$ cat config.mk
export PLATFORM = sky130hd
export DESIGN_NAME = tristate_remote_code_transmitter_core
export DESIGN_NICKNAME = d
export VERILOG_FILES = /design/src/hw/rtl/trc_pkg.sv /design/src/hw/rtl/tristate_remote_code_transmitter_core.sv
export SDC_FILE = /design/constraint.sdc
export NUM_CORES = 1
export LEC_CHECK = 0
export BUFFER_PORTS_ARGS = -buffer_cell sky130_fd_sc_hd__buf_2
export CAP_MARGIN = 25
export CORE_MARGIN = 1.5
export CORE_UTILIZATION = 35
export DETAILED_ROUTE_END_ITERATION = 10
export HOLD_SLACK_MARGIN = 0.08
export PLACE_DENSITY = 0.49
export SYNTH_ARGS = -nofsm -noshare
export SYNTH_HDL_FRONTEND = slang
export SYNTH_SLANG_ARGS = --single-unit
export TNS_END_PERCENT = 30
$ cat constraint.sdc
create_clock -name i_clk -period 5.3 [get_ports i_clk]
set_input_delay 1.06 -clock i_clk [delete_from_list [all_inputs] [get_ports i_clk]]
set_output_delay 1.06 -clock i_clk [all_outputs]
set_load 0.005 [all_outputs]
$ cat src/hw/rtl/trc_pkg.sv
`timescale 1ns / 1ps
`default_nettype none
// ----------------------------------------------------------------------------
// trc_pkg
// Types and constants shared by the tri-state remote code transmitter and
// its port checker.
// ----------------------------------------------------------------------------
package trc_pkg;

    // Operation codes carried by an input transaction
    localparam logic OP_TICK  = 1'b0;
    localparam logic OP_START = 1'b1;

    // Frame layout
    localparam logic [3:0] FRAME_REPEATS  = 4'd8;
    localparam logic [3:0] DIGIT_COUNT    = 4'd12;
    localparam logic [3:0] LAST_TRIT      = DIGIT_COUNT - 4'd1;
    localparam logic [4:0] SYNC_GAP_UNITS = 5'd31;
    localparam logic [4:0] SYNC_HIGH_UNITS = 5'd1;

    // 3^12: the word is reduced below this once at start
    localparam logic [19:0] WORD_MODULUS = 20'd531441;

    // Trit codes
    localparam logic [1:0] TRIT_ZERO = 2'd0;
    localparam logic [1:0] TRIT_ONE  = 2'd1;
    localparam logic [1:0] TRIT_TWO  = 2'd2;

    typedef struct packed {
        logic        op;
        logic [19:0] data_word;
    } t_in_item;

    typedef struct packed {
        logic line_level;
        logic busy_res;
        logic last_unit;
    } t_out_item;

    // Weight of the trit sent at position idx, most significant first
    function automatic logic [19:0] trit_weight(input logic [3:0] idx);
        logic [19:0] w;
        case (idx)
            4'd0:    w = 20'd177147;
            4'd1:    w = 20'd59049;
            4'd2:    w = 20'd19683;
            4'd3:    w = 20'd6561;
            4'd4:    w = 20'd2187;
            4'd5:    w = 20'd729;
            4'd6:    w = 20'd243;
            4'd7:    w = 20'd81;
            4'd8:    w = 20'd27;
            4'd9:    w = 20'd9;
            4'd10:   w = 20'd3;
            4'd11:   w = 20'd1;
            default: w = 20'd0;
        endcase
        return w;
    endfunction

    // Length in base units of one high/low segment of a trit
    function automatic logic [4:0] seg_len(input logic [1:0] trit, input logic [1:0] seg);
        logic [4:0] len;
        case (trit)
            TRIT_ONE: len = seg[0] ? 5'd1 : 5'd3;
            TRIT_TWO: len = seg[1] ? (seg[0] ? 5'd1 : 5'd3) : (seg[0] ? 5'd3 : 5'd1);
            default:  len = seg[0] ? 5'd3 : 5'd1;
        endcase
        return len;
    endfunction

endpackage
`default_nettype wire

$ cat src/hw/rtl/tristate_remote_code_transmitter_core.sv
`timescale 1ns / 1ps
`default_nettype none
// ----------------------------------------------------------------------------
// Tri-state remote code transmitter core
// Sends a 20-bit word as 12 tri-state OOK digits, frame repeated 8 times,
// one line level per tick transaction.
// ----------------------------------------------------------------------------
//  channel | direction | handshake                 | payload
//  in      | input     | i_in_valid / o_in_stall   | i_in_data  (op, data_word)
//  out     | output    | o_out_valid / i_out_stall | o_out_data (line_level,
//          |           |                           |   busy_res, last_unit)
//
// One transaction per cycle while o_in_stall is low: each one is handled in the cycle
// it is accepted and its result is registered in the output register, or in the skid.
// Digits are extracted one at a time from a running remainder with two compares
// against the weight and its double and one subtract, so no divider is needed.
// A skid register behind the output register absorbs one result while the
// output is stalled; o_in_stall rises only while it is full.
// Synchronous active-low reset returns the block to idle with both empty.
// ----------------------------------------------------------------------------
module tristate_remote_code_transmitter_core (
    input  wire               i_clk,
    input  wire               i_rst_n,
    input  wire               i_in_valid,
    output logic              o_in_stall,
    input  trc_pkg::t_in_item i_in_data,
    output logic              o_out_valid,
    input  wire               i_out_stall,
    output trc_pkg::t_out_item o_out_data
);
    import trc_pkg::*;

    // Transmission state
    logic [19:0] r_word, n_word;
    logic [19:0] r_rem, n_rem;
    logic [3:0]  r_trit_index, n_trit_index;
    logic [1:0]  r_segment_index, n_segment_index;
    logic [4:0]  r_unit_count, n_unit_count;
    logic [2:0]  r_repeat_count, n_repeat_count;
    logic        r_in_sync, n_in_sync;
    logic        r_sending, n_sending;

    // Output register and skid
    logic        r_out_valid;
    t_out_item   r_out;
    logic        r_skid_valid;
    t_out_item   r_skid;

    logic        accept;
    logic        out_free;
    t_out_item   res;
    logic [19:0] word_mod;
    logic [19:0] weight;
    logic [20:0] weight_x2;
    logic [1:0]  trit;
    logic [19:0] trit_sub;
    logic [4:0]  len;
    logic        unit_done;

    assign accept   = i_in_valid && !r_skid_valid;
    assign out_free = !r_out_valid || !i_out_stall;

    assign word_mod  = (i_in_data.data_word >= WORD_MODULUS) ?
                       (i_in_data.data_word - WORD_MODULUS) : i_in_data.data_word;
    assign weight    = trit_weight(r_trit_index);
    assign weight_x2 = {weight, 1'b0};

    always_comb begin
        if ({1'b0, r_rem} >= weight_x2) begin
            trit     = TRIT_TWO;
            trit_sub = weight_x2[19:0];
        end else if (r_rem >= weight) begin
            trit     = TRIT_ONE;
            trit_sub = weight;
        end else begin
            trit     = TRIT_ZERO;
            trit_sub = 20'd0;
        end
    end

    assign len = r_in_sync ? ((r_segment_index == 2'd0) ? SYNC_HIGH_UNITS : SYNC_GAP_UNITS)
                           : seg_len(trit, r_segment_index);
    assign unit_done = ({1'b0, r_unit_count} + 6'd1) >= {1'b0, len};

    always_comb begin
        n_word          = r_word;
        n_rem           = r_rem;
        n_trit_index    = r_trit_index;
        n_segment_index = r_segment_index;
        n_unit_count    = r_unit_count;
        n_repeat_count  = r_repeat_count;
        n_in_sync       = r_in_sync;
        n_sending       = r_sending;
        res             = '0;
        if (accept) begin
            if (i_in_data.op == OP_START) begin
                // ignore a start while a transmission runs
                if (!r_sending) begin
                    n_word          = word_mod;
                    n_rem           = word_mod;
                    n_trit_index    = 4'd0;
                    n_segment_index = 2'd0;
                    n_unit_count    = 5'd0;
                    n_repeat_count  = 3'd0;
                    n_in_sync       = 1'b0;
                    n_sending       = 1'b1;
                end
                res.busy_res = 1'b1;
            end else begin
                res.busy_res = r_sending;
                if (r_sending) begin
                    res.line_level = ~r_segment_index[0];
                    if (unit_done) begin
                        n_unit_count = 5'd0;
                        if (!r_in_sync) begin
                            if (r_segment_index == 2'd3) begin
                                n_segment_index = 2'd0;
                                n_rem           = r_rem - trit_sub;
                                if (r_trit_index == LAST_TRIT) begin
                                    // reload the word for the next frame
                                    n_trit_index = 4'd0;
                                    n_in_sync    = 1'b1;
                                    n_rem        = r_word;
                                end else begin
                                    n_trit_index = r_trit_index + 4'd1;
                                end
                            end else begin
                                n_segment_index = r_segment_index + 2'd1;
                            end
                        end else if (r_segment_index == 2'd0) begin
                            n_segment_index = 2'd1;
                        end else begin
                            n_segment_index = 2'd0;
                            n_in_sync       = 1'b0;
                            if (({1'b0, r_repeat_count} + 4'd1) >= FRAME_REPEATS) begin
                                n_repeat_count = 3'd0;
                                n_sending      = 1'b0;
                                res.last_unit  = 1'b1;
                            end else begin
                                n_repeat_count = r_repeat_count + 3'd1;
                            end
                        end
                    end else begin
                        n_unit_count = r_unit_count + 5'd1;
                    end
                end
            end
        end
    end

    always_ff @(posedge i_clk) begin
        if (!i_rst_n) begin
            r_trit_index    <= 4'd0;
            r_segment_index <= 2'd0;
            r_unit_count    <= 5'd0;
            r_repeat_count  <= 3'd0;
            r_in_sync       <= 1'b0;
            r_sending       <= 1'b0;
        end else begin
            r_trit_index    <= n_trit_index;
            r_segment_index <= n_segment_index;
            r_unit_count    <= n_unit_count;
            r_repeat_count  <= n_repeat_count;
            r_in_sync       <= n_in_sync;
            r_sending       <= n_sending;
        end
    end

    always_ff @(posedge i_clk) begin
        r_word <= n_word;
        r_rem  <= n_rem;
    end

    // Output register with one-entry skid
    always_ff @(posedge i_clk) begin
        if (!i_rst_n) begin
            r_out_valid  <= 1'b0;
            r_skid_valid <= 1'b0;
        end else if (out_free) begin
            if (r_skid_valid) begin
                r_out_valid  <= 1'b1;
                r_skid_valid <= 1'b0;
            end else begin
                r_out_valid <= accept;
            end
        end else if (accept) begin
            r_skid_valid <= 1'b1;
        end
    end

    always_ff @(posedge i_clk) begin
        if (out_free) begin
            if (r_skid_valid) begin
                r_out <= r_skid;
            end else if (accept) begin
                r_out <= res;
            end
        end else if (accept) begin
            r_skid <= res;
        end
    end

    assign o_in_stall  = r_skid_valid;
    assign o_out_valid = r_out_valid;
    assign o_out_data  = r_out;

endmodule
`default_nettype wire

# == After elaboration in Yosys (flattened, before gate mapping) ==
# Memory sizes are Yosys's and may differ from the RTL's. A register that Yosys moved wholly into a read port is not among the register bits.
# Index checks and enable logic that the tools add are counted.
# totals
mem_count,1
reg_bits,64
out_inout_bits,5
latch_bits,0
ram_bits,0
mem_bits_ro,256
# op_classes
n_reduce_logical,19
n_eq_ne,7
shift,0
n_lt_le_gt_ge,5
n_addsub,8
mul,0
div_mod_pow,0
bitwise,4
mux,71
# memory_table
memory,words,width,read_ports,rd_clocked_by_memory_dff,wr,line_no,source
(no name shown),16,16,1,1,0,trc_pkg.sv:43,case (idx)
# ops
operator,n
20-bit 2-to-1 mux,10
4-bit 2-to-1 mux,9
5-bit 2-to-1 mux,7
3-bit 2-to-1 mux,9
1-bit 2-to-1 mux,26
20-bit by 21-bit >= comparator with 1-bit output,1
20-bit >= comparator,1
"20-bit >= comparator, second input constant",1
20-bit subtractor,1
"20-bit subtractor, second input constant",1
2-bit 2-to-1 mux,9
6-bit AND reduction,2
5-bit case mux with 2 select lines,1
2-bit nonzero test,5
"5-bit by 1-bit adder with 6-bit output, second input constant",1
6-bit by 5-bit >= comparator with 1-bit output,1
"2-bit inequality test, second input constant",3
3-bit AND reduction,2
"5-bit by 1-bit adder with 5-bit output, second input constant",1
"3-bit by 1-bit adder with 4-bit output, second input constant",1
"4-bit by 1-bit adder with 4-bit output, second input constant",1
"2-bit equality test, second input constant",2
"4-bit equality test, second input constant",1
"4-bit >= comparator, second input constant",1
11 further kinds,17

# == Depth between registers and ports, before layout ==
# logic_depth
depth_word,12
mapped_depth,22
mapped_depth_nobuf,21

# == Worst setup path after synthesis ==
# Ideal clock, no wire load.
# synth_timing
path_kind,reg-to-reg
startpoint,register r_rem[16]
endpoint,register r_rem[17] (data pin)
synth_period_minus_slack_ns,4.681
stages_incl_launch_ff,19
required_ns,5.039
n_path_buf,2
arrival_time_ns,4.420
path_slack_ns,0.619
cell_sequence,edfxtp_1 -> ha_1 -> a211o_1 -> a211o_2 -> nor2_1 -> and3_2 -> clkbuf_1 -> clkbuf_1 -> nand2_1 -> ha_1 -> a21o_1 -> a21oi_1 -> a21oi_1 -> o41a_1 -> a221oi_1 -> o21ai_0 -> a21oi_1 -> xnor2_1 -> a221o_1
# synth_via
elab_chain_len,10
# synth_rtl
element,line_no,source
"start, declared",tristate_remote_code_transmitter_core.sv:35,"logic [19:0] r_rem, n_rem;"
"start signal, assigned",tristate_remote_code_transmitter_core.sv:171,r_rem <= n_rem;
20-bit >= comparator,tristate_remote_code_transmitter_core.sv:72,end else if (r_rem >= weight) begin
20-bit 2-to-1 mux,tristate_remote_code_transmitter_core.sv:72,
20-bit 2-to-1 mux,tristate_remote_code_transmitter_core.sv:69,"if ({1'b0, r_rem} >= weight_x2) begin"
20-bit subtractor *,tristate_remote_code_transmitter_core.sv:118,n_rem = r_rem - trit_sub;
20-bit 2-to-1 mux *,tristate_remote_code_transmitter_core.sv:119,if (r_trit_index == LAST_TRIT) begin
20-bit 2-to-1 mux *,tristate_remote_code_transmitter_core.sv:116,if (r_segment_index == 2'd3) begin
20-bit 2-to-1 mux *,tristate_remote_code_transmitter_core.sv:115,if (!r_in_sync) begin
20-bit 2-to-1 mux *,tristate_remote_code_transmitter_core.sv:113,if (unit_done) begin
20-bit 2-to-1 mux *,tristate_remote_code_transmitter_core.sv:111,if (r_sending) begin
20-bit 2-to-1 mux *,tristate_remote_code_transmitter_core.sv:96,if (i_in_data.op == OP_START) begin
# Mark *: on every way between the ends. The rest lies on a longest branch, timed or not. The select of a mux whose other input is x is not followed.
# A chain may end at the register's enable or synchronous reset.

# == Worst setup path after layout ==
# layout_timing
startpoint,register weight[13] (netlist name)
endpoint,register r_rem[19] (data pin)
# layout_via
elab_chain_len,10
# layout_rtl
element,line_no
20-bit >= comparator,tristate_remote_code_transmitter_core.sv:72
20-bit 2-to-1 mux,tristate_remote_code_transmitter_core.sv:72
20-bit 2-to-1 mux *,tristate_remote_code_transmitter_core.sv:69
20-bit subtractor *,tristate_remote_code_transmitter_core.sv:118
20-bit 2-to-1 mux *,tristate_remote_code_transmitter_core.sv:119
20-bit 2-to-1 mux *,tristate_remote_code_transmitter_core.sv:116
20-bit 2-to-1 mux *,tristate_remote_code_transmitter_core.sv:115
20-bit 2-to-1 mux *,tristate_remote_code_transmitter_core.sv:113
20-bit 2-to-1 mux *,tristate_remote_code_transmitter_core.sv:111
20-bit 2-to-1 mux *,tristate_remote_code_transmitter_core.sv:96
# Marks and branches as above.

==> flow_summary.toml <==
[hold_path]
min_path_type = "flop to flop"
hold_start = "r_repeat_count[1]"

[drt]
antenna_left = 0
first_pass_iters = 4
vias = 4742
finalWirelength_microns = 14700
routedWlPerCell_microns = 16.5
viasPerCell = 5.29
drcViolationCount = 0
drt_iter0_markers = 217

[sta]
hold-worst-slack_ns = 0.482
slew_headroom_pct = 39.7
fin_tns_setup_ns = 0
drv_slew = 0
skew_ns = 0.0146
finalCritPeriodShare_pct = 94.3
setup_viol = 0
hold_violations = 0
max_freq_mhz = 200
rsz0062_at_grt = "no"
final.min_clock_period_ns = 5.00
worst_slew_pin_slew_ns = 0.903

[critical_path]
path_buf_inv = 2
cp_cell_sequence = "inv_1 -> ha_1 -> a211o_1 -> a211oi_1 -> a21oi_2 -> nor2_1 -> and3_4 -> a22o_1 -> inv_1 -> ha_1 -> nor2b_1 -> o2111ai_1 -> a21oi_1 -> o41a_1 -> a221oi_1 -> o21ai_0 -> a211oi_1 -> xor2_1 -> nor2_1 -> o21ai_0"
worstSetupStartpoint = "weight[13]"
worstPathArrival_ns = 5.18
rr_startpoint = "weight[13]"
cp_slowest_stage_delay_ns = 0.48
end_kind = "flop"
cp_max_fo = 16
crit_slowest_cell = "o41a_1"
critPathTopFamily = "compound AO/OA/AOI/OAI gates"
crit_type = "flop to flop"
critPathLaunchType = "flop"
required_ns = 5.48

[synth]
syn-cell-area_sq_mm = 0.00582
ys_seq_elements = 77
synth_common_cells = "68 x ha_1, 60 x a21oi_1, 60 x nand2_1"
synthDistinctLibCells = 83
synth_top_area_share_pct = 23.7
seq_area_frac_synth_pct = 34.4
async_reset_ff_share_pct = 0
synthTopCellsByArea = "edfxtp_1 24%, ha_1 15%, dfxtp_1 11%"
synth_nets = 741
synth_warnings = 0
syn_inst = 647
synth_edf_count = 46
synth_top_cell_by_area = "edfxtp_1"
synth_most_common_cell = "ha_1"
syn_area_per_cell_sq_um = 8.99
synthFlopType = "edfxtp_1"

[cells_and_area]
drive_above_1_share_pct = 12.6
final_nets = 769
ff_latch_area_sq_mm = 0.00200
area_growth_pct = 11.2
fill_cells = 1645
multi_input_area_sq_mm = 0.00357
n_antenna_cell = 0

[placed_design]
place_hpwl_microns = 11400
port-buffer-count = 29
gp_congestion = 0.891

[global_route]
grt_pass1_wl_microns = 23600
grt_max_degree = 32
track_usage_pct = 17.1
grt_pass1_vias = 4607
grt-ovfl-total = 0
antenna_found_initial = 0

[flow_run]
drv_cap = 0

[cts]
postCtsSetupBuffers = 0
cts-buffers-inserted = 9
cts_buffer_depth = 2
cts.sink_count = 77
clk_pin_slew_ns = 0.07
htreeDepth = 3
clk_latency_ns = 0.36
cts_tree = "built"
clock-root-buffer = "clkbuf_16"
hold_buffers = 0

[floorplan]
core_area_sq_mm = 0.0161
rows = 46
start_util_pct = 36.2
die_area_sq_mm = 0.0174
dieWidth_microns = 132
pin_count = 30
die_y_microns = 132

[pwr]
p_leak_uw = 0.00272
p_switching_uw = 479
swShare_pct = 29.9
seqPwrFrac_pct = 42.6
p_clk_share_pct = 37.3
intPower_uw = 1120
peakVddDrop_mv = 0.163
p_comb_share_pct = 20.1
cellPowerDensity_mw_per_mm2 = 248

[run_status]
status = "completed"
sequential cells by signal (all words and copies together), names as in the netlist:
signal and cells:
o_in_stall 1, o_out_data 3, o_out_valid 1, r_in_sync 1
r_rem 20, r_repeat_count 3, r_segment_index 2, r_sending 1
r_skid 3, r_trit_index 4, r_unit_count 5, r_word 20
weight 13
power groups by stage:
stage | combinational, uW | sequential (uW) | clock (uW)
floorplan | 242 | 689 | 0
global placement | 315 | 694 | 0
detailed placement | 320 | 695 | 0
CTS | 323 | 682 | 613
global route | 363 | 684 | 634
finish | 322 | 682 | 598
worst paths after layout:
path,endpoint,slack (ns),depth (start not counted)
worst min register to register,r_repeat_count[1],0.48,2
worst max register to register,r_rem[19],0.30,20
worst max-delay path,r_rem[19],0.30,20
worst min-delay path,r_repeat_count[1],0.48,2
layer usage:
metal / vias up / share of wire, % / GRT usage, %
li1: 2429 / - / -
met1: 2208 / 48 / 21.7
met2: 79 / 47 / 28.8
met3: 26 / 2.1 / 2.04
met4: 0 / 2.9 / 8.70
met5: - / 0 / 0
repair_timing:
| item | CTS | global route |
|---|---|---|
| resized for setup | 0 | 1 |
| endpoints found under the hold margin | 0 | 0 |
| setup endpoints to repair | 0 | 4 |
layout make-up:
class,count,share of cell area (%)
Clock buffer,10,3.54
Clock inverter,6,0.696
Inverter,42,2.44
Multi-Input combinational cell,509,55.1
Sequential cell,77,30.9
Tap cell,216,4.18
Timing Repair Buffer,36,3.06
cell families (layout without fill, tap and decap cells):
group / count (synthesis) / after routing / share of synthesized area [%]
compound gates: 173 / 173 / 20.3
simple gates: 231 / 231 / 20.2
xor+xnor: 28 / 28 / 4.22
mux: 8 / 8 / 1.57
buf+inv: 61 / 94 / 4.34
flops: 77 / 77 / 34.4
fa+ha+maj: 69 / 69 / 15.0
worst min-delay path, cell delays in order (launching register included):
cell	delay, ns
dfxtp_1	0.32
nand2_1	0.06
a21oi_1	0.05
cells in the final DEF (no fill, tap or decap), types with 4 or more instances in the layout:
cell type | synthesis | final
ha_1 | 68 | 68
nand2_1 | 60 | 60
a21oi_1 | 60 | 60
nor2_1 | 59 | 59
edfxtp_1 | 46 | 46
inv_1 | 39 | 39
dfxtp_1 | 31 | 31
o21ai_0 | 30 | 30
buf_2 | 0 | 29
nand3_1 | 20 | 20
xnor2_1 | 20 | 20
nor3_1 | 17 | 17
a22oi_1 | 11 | 11
a21o_1 | 10 | 10
and3_1 | 9 | 9
clkbuf_16 | 0 | 9
xor2_1 | 8 | 8
and2_1 | 7 | 7
or3_1 | 7 | 7
nor2b_1 | 7 | 7
buf_4 | 0 | 7
o21a_1 | 5 | 5
a211oi_1 | 5 | 5
nand4_1 | 5 | 5
nand2b_1 | 5 | 5
or2_2 | 5 | 5
mux2_2 | 5 | 5
nor4_1 | 4 | 4
o31ai_1 | 4 | 4
a31oi_1 | 4 | 4
through the flow:
stage               util (%)  instances  setup WS [ns]  cell area, sq um  power [uW]
floorplan                  -        647          0.619              5820         931
finish                  40.3        896          0.300              6470        1600
CTS                     40.3        896          0.241              6460        1620
global placement        38.6        880          0.400              6190        1010
detailed placement      38.6        880          0.272              6190        1010
global route            40.3        896        0.00168              6470        1680
No activity file was read; power rests on OpenSTA's default activity.
